`src/ondt_pkg.sv`:
```
// Shared types and constants for the octree node dedup table.
`default_nettype none
package ondt_pkg;
  localparam int CHILDREN = 8;
  localparam logic [15:0] EMPTY_MARK = 16'hFFFF;
  localparam logic [31:0] HASH_K = 32'h9e3779b9;

  typedef logic [15:0] child_t;
  typedef child_t [CHILDREN-1:0] node_t;

  // one hash round
  function automatic logic [31:0] hash_round(input logic [31:0] h, input child_t c);
    hash_round = h ^ ({16'd0, c} + HASH_K + (h << 6) + (h >> 2));
  endfunction
endpackage
`default_nettype wire

```
`src/ondt_front.sv`:
```
// Front end: checks for the empty node, hashes the node with one mixing round per child.
`default_nettype none
module ondt_front
  import ondt_pkg::*;
(
  input  wire  clk,
  input  wire  rst,
  input  wire  start,
  input  wire  node_t node_in,
  output logic busy,
  output logic q_valid,
  output logic q_empty,
  output logic [31:0] q_hash,
  output node_t q_node,
  input  wire  q_take
);
  logic [2:0] round;
  logic       hashing;
  logic [31:0] h;
  node_t      node;

  assign busy = hashing || q_valid;

  always_ff @(posedge clk) begin
    if (rst) begin
      hashing <= 1'b0;
      q_valid <= 1'b0;
      round   <= 3'd0;
    end else begin
      if (q_take) q_valid <= 1'b0;
      if (start && !busy) begin
        node <= node_in;
        h    <= 32'd0;
        round <= 3'd0;
        if (node_in == {CHILDREN{EMPTY_MARK}}) begin
          q_valid <= 1'b1;
          q_empty <= 1'b1;
          q_node  <= node_in;
        end else begin
          hashing <= 1'b1;
        end
      end else if (hashing) begin
        h     <= hash_round(h, node[round]);
        round <= round + 3'd1;
        if (round == 3'd7) begin
          hashing <= 1'b0;
          q_valid <= 1'b1;
          q_empty <= 1'b0;
          q_hash  <= hash_round(h, node[round]);
          q_node  <= node;
        end
      end
    end
  end
endmodule
`default_nettype wire

```
`config.mk`:
```
export PLATFORM = sky130hd
export DESIGN_NAME = ondt_front
export DESIGN_NICKNAME = d
export VERILOG_FILES = /design/src/ondt_pkg.sv /design/src/ondt_front.sv
export SDC_FILE = /design/constraint.sdc
export NUM_CORES = 1
export LEC_CHECK = 0
export ABC_AREA = 0
export BUFFER_PORTS_ARGS = -buffer_cell sky130_fd_sc_hd__buf_2
export CAP_MARGIN = 10
export CORE_ASPECT_RATIO = 0.75
export CORE_MARGIN = 4
export CORE_UTILIZATION = 52
export CTS_BUF_LIST = sky130_fd_sc_hd__clkbuf_8
export CTS_CLUSTER_DIAMETER = 100
export CTS_CLUSTER_SIZE = 8
export DETAILED_ROUTE_END_ITERATION = 16
export GPL_TIMING_DRIVEN = 0
export PLACE_DENSITY = 0.86
export SLEW_MARGIN = 10
export SYNTH_ARGS = -nofsm -noshare
export SYNTH_HDL_FRONTEND = slang
export SYNTH_SLANG_ARGS = --single-unit
```
`constraint.sdc`:
```
create_clock -name clk -period 6.9 [get_ports clk]
set_input_delay 0.345 -clock clk [delete_from_list [all_inputs] [get_ports clk]]
set_output_delay 0.345 -clock clk [all_outputs]
set_load 0.005 [all_outputs]
```
==> run_results.csv <==
group,metric,value,unit
status,run_status,"complete, no violations",
sta,final-max-slew-violation-count,0,
route,vias,12900,
critical_path,worst-path-max-fanout,10,
clock_network,tritoncts_num_sinks,326,
global_route,grt-ovfl-total,0,
layout,final_common_cell,"sky130_fd_sc_hd__nand2_1",
critical_path,worst_path_largest_cell_delay,0.83,ns
critical_path,reg2reg_from,"round[0]$_SDFFE_PN0P_",
critical_path,timing.critical_path.required,7.22,ns
critical_path,cp-start-kind,"flip-flop",
sta,hold_viol,0,
floorplan,io-pin-count,295,
yosys,synth-seq-cells,326,
clock_network,cts.reportedPaths.clkPinSlew,0.06,ns
critical_path,critPathTopFamily,"buffers and inverters",
floorplan,core.rowCount,55,
layout,syn_to_final_growth,26.7,%
critical_path,worstSetupPathDepth,15,
clock_network,post_cts.repair.setup_buffers,0,
power,cell_internal_pwr,5630,µW
clock_network,number_of_buffers_created_by_cts,46,
yosys,asyncSetResetFlopFracSynth,0,%
power,comb_power_share,56.1,%
power,design_power_total,9760,µW
yosys,synthesis.area_per_instance,12.1,µm²
floorplan,die_wd,210,µm
place,io_buffers,293,
sta,maxClockFrequency,0.180,GHz
yosys,synth_enable_flop_cells,321,
sta,tightestPinTransition,1.05,ns
critical_path,worstSetupPathType,"reg2reg",
route,route.antenna.remaining_nets,0,
yosys,syn-cell-area,0.0159,mm²
global_route,first_global_vias,12900,
yosys,synth.yosys.seq_area_share,61.3,%
route,wire_length_on_met2,23100,µm
place,post-place-cells,2010,
layout,layoutNonFillerInstCount,2214,
route,drt_wl_cell,23.2,µm
critical_path,crit_top_cell,"sky130_fd_sc_hd__ha_1",
route,wirelength,51400,µm
power,power.switching,4140,µW
critical_path,worst_ep_arrival_time,5.87,ns
global_route,antenna_violations_before_repair,0,
power,sw_frac_of_total,42.4,%
power,vdd_drop_max,0.338,mV
route,post-route-drc-count,0,
global_route,globalRouteTotalUtil,30.6,%
critical_path,worst-path-buf-inv,3,
layout,most-common-layout-cells,"sky130_fd_sc_hd__nand2_1, sky130_fd_sc_hd__edfxtp_1, sky130_fd_sc_hd__buf_2",
critical_path,ff2ff_path_depth,15,
yosys,dominantRegCellSynth,"sky130_fd_sc_hd__edfxtp_1",
sta,skew,0.0188,ns
critical_path,path_cells,"clkbuf_1, buf_1, mux4_2, mux2i_1, fa_1, inv_1, ha_1, ha_1, a21o_1, a31oi_2, a2111oi_4, o21ai_1, or3b_1, a211o_2, xor2_1",
route,drt_first_pass_iters,6,
yosys,postSynthCellCount,1309,
min_path,holdPathStages,1,
min_path,hold_start,"node_in[76]",
yosys,yosysUniqueCellTypes,52,
sta,minimum_clock_period_after_layout,5.55,ns
critical_path,worst_setup_path_startpoint,"round[0]$_SDFFE_PN0P_",
floorplan,placeableCoreArea,0.0301,mm²
flow_run,drv_cap,0,
sta,setup_repair_after_global_routing_missed_its_margin,"no",
layout,final_nets,2008,
clock_network,clockBufferDepth,3,
clock_network,clock_tree.root_cell,"sky130_fd_sc_hd__clkbuf_8",
sta,report.final.setup_viol,0,
power,seq_power_share,29.6,%
sta,min_period_over_period,80.4,%
min_path,worst_hold_path_type,"in2reg",
floorplan,die_area,0.0334,mm²
critical_path,worst_path_max_delay_cell,"sky130_fd_sc_hd__buf_1",
route,vias_per_cell,5.80,
yosys,synth-warning-count,0,
floorplan,starting_utilization_of_the_core_area,52.7,%
power,powerDensity,485,mW/mm²
critical_path,worst_setup_ep_type,"flip-flop",
yosys,postSynthNetCount,1533,
global_route,grt_first_pass_wirelength,77700,µm
sta,tns,0,ns
clock_network,insertion_delay,0.60,ns
route,route.top_layer_used,"met5",
route,drtIter0Drc,1489,
clock_network,cts_tree,"built",
route,m1WireLength,19600,µm
sta,max_slew_margin,30.0,%
clock_network,htree_num_levels,2,
power,p_leak,0.00848,µW
place,gp_congestion,0.978,
route,met3_wirelength,6850,µm
power,clock_group_share_of_total_power,14.3,%
global_route,largest_net_degree_at_the_start_of_global_routing,57,
floorplan,die_height,159,µm
layout,layout_cells_sized_above_1,22.1,%
place,detailedPlacementHpwl,37200,µm
## synth_stat cells, types with 2 or more instances
master,n,area share (%)
sky130_fd_sc_hd__buf_2,2,0.063
sky130_fd_sc_hd__a221o_1,2,0.13
sky130_fd_sc_hd__nand2b_1,7,0.28
sky130_fd_sc_hd__nand4_1,40,1.6
sky130_fd_sc_hd__fa_1,11,1.4
sky130_fd_sc_hd__nor3b_1,2,0.095
sky130_fd_sc_hd__inv_1,85,2.0
sky130_fd_sc_hd__ha_1,81,6.4
sky130_fd_sc_hd__buf_1,4,0.095
sky130_fd_sc_hd__o21ai_1,6,0.19
sky130_fd_sc_hd__a41oi_1,2,0.11
sky130_fd_sc_hd__inv_2,2,0.047
sky130_fd_sc_hd__nor3_1,7,0.22
sky130_fd_sc_hd__or2_2,3,0.12
sky130_fd_sc_hd__a31oi_1,4,0.16
sky130_fd_sc_hd__clkbuf_1,47,1.1
sky130_fd_sc_hd__nand2_1,416,9.8
sky130_fd_sc_hd__edfxtp_1,321,61
sky130_fd_sc_hd__nand3_1,2,0.063
sky130_fd_sc_hd__and2_1,28,1.1
sky130_fd_sc_hd__xnor2_1,43,2.4
sky130_fd_sc_hd__o21bai_1,5,0.24
sky130_fd_sc_hd__dfxtp_1,5,0.63
sky130_fd_sc_hd__nor2_1,24,0.57
sky130_fd_sc_hd__xor2_1,19,1.0
sky130_fd_sc_hd__mux2i_1,18,1.1
sky130_fd_sc_hd__o21ai_0,12,0.38
sky130_fd_sc_hd__mux4_2,32,4.5
sky130_fd_sc_hd__a21o_1,7,0.33
sky130_fd_sc_hd__mux2_2,4,0.28
sky130_fd_sc_hd__a211o_1,2,0.11
sky130_fd_sc_hd__a21oi_1,36,1.1
sky130_fd_sc_hd__nor4_1,9,0.35
sky130_fd_sc_hd__and3_1,3,0.12
## final cells by class
cell class	count	area, µm²
flip-flops and latches	326	9740
inverters	87	327
clock buffers	47	647
well taps	399	499
multi-input cells	843	5640
repair buffers	427	2940
diodes	2	5.00
fillers	2171	10000
clock inverters	30	118
plain buffers	53	201
## final timing paths
check                              end  slack, ns
setup / recovery  q_hash[31]$_DFFE_PP_       1.35
hold / removal      node[76]$_DFFE_PP_       0.03
setup reg to reg  q_hash[31]$_DFFE_PP_       1.35
hold reg to reg   q_node[95]$_DFFE_PP_       0.54
## state kept, by name, indices dropped and copies added (netlist names)
register,cells
h,32
hashing,1
node,128
q_empty,1
q_hash,32
q_node,128
q_valid,1
round,3
## power by group through the flow
stage	Clock [µW]	Sequential, µW	Combinational, µW
6_report	1390	2890	5480
5_1_grt	1500	2900	6140
4_1_cts	1380	2890	5430
3_5_place_dp	0	2920	5350
3_3_place_gp	0	2930	5200
2_1_floorplan	0	2880	3990
## metal layers
layer  vias to the layer above  GRT usage [%]
met5                         -           1.29
met4                         2           11.1
met3                       141           8.86
met2                       970           46.7
met1                      6186           42.1
li1                       5553              -
## metrics by stage
stage | setup WS (ns) | area (µm²) | hold slack (ns) | utilization [%]
2_1_floorplan | 1.98 | 15900 | 0.444 | -
3_3_place_gp | 0.101 | 17800 | 0.524 | 59.2
3_5_place_dp | 1.44 | 18100 | 0.528 | 60.0
4_1_cts | 1.42 | 20100 | 0.00199 | 66.7
5_1_grt | 1.02 | 20100 | 0.0128 | 66.7
6_report | 1.35 | 20100 | 0.0305 | 66.7
## timing repair
item / 4_1_cts / 5_1_grt
hold buffers: 124 / 1
gates resized for setup: 0 / 0
endpoints found under the hold margin: 124 / 1
## kinds of logic after synthesis
group,after synthesis,synth area share [%]
mux,55,6.03
compound gates,88,3.55
buf+inv,140,3.32
flops,326,61.3
fa+ha+maj,92,7.77
xor+xnor,62,3.42
simple gates,546,14.6
No activity file was read; power rests on OpenSTA's default activity.
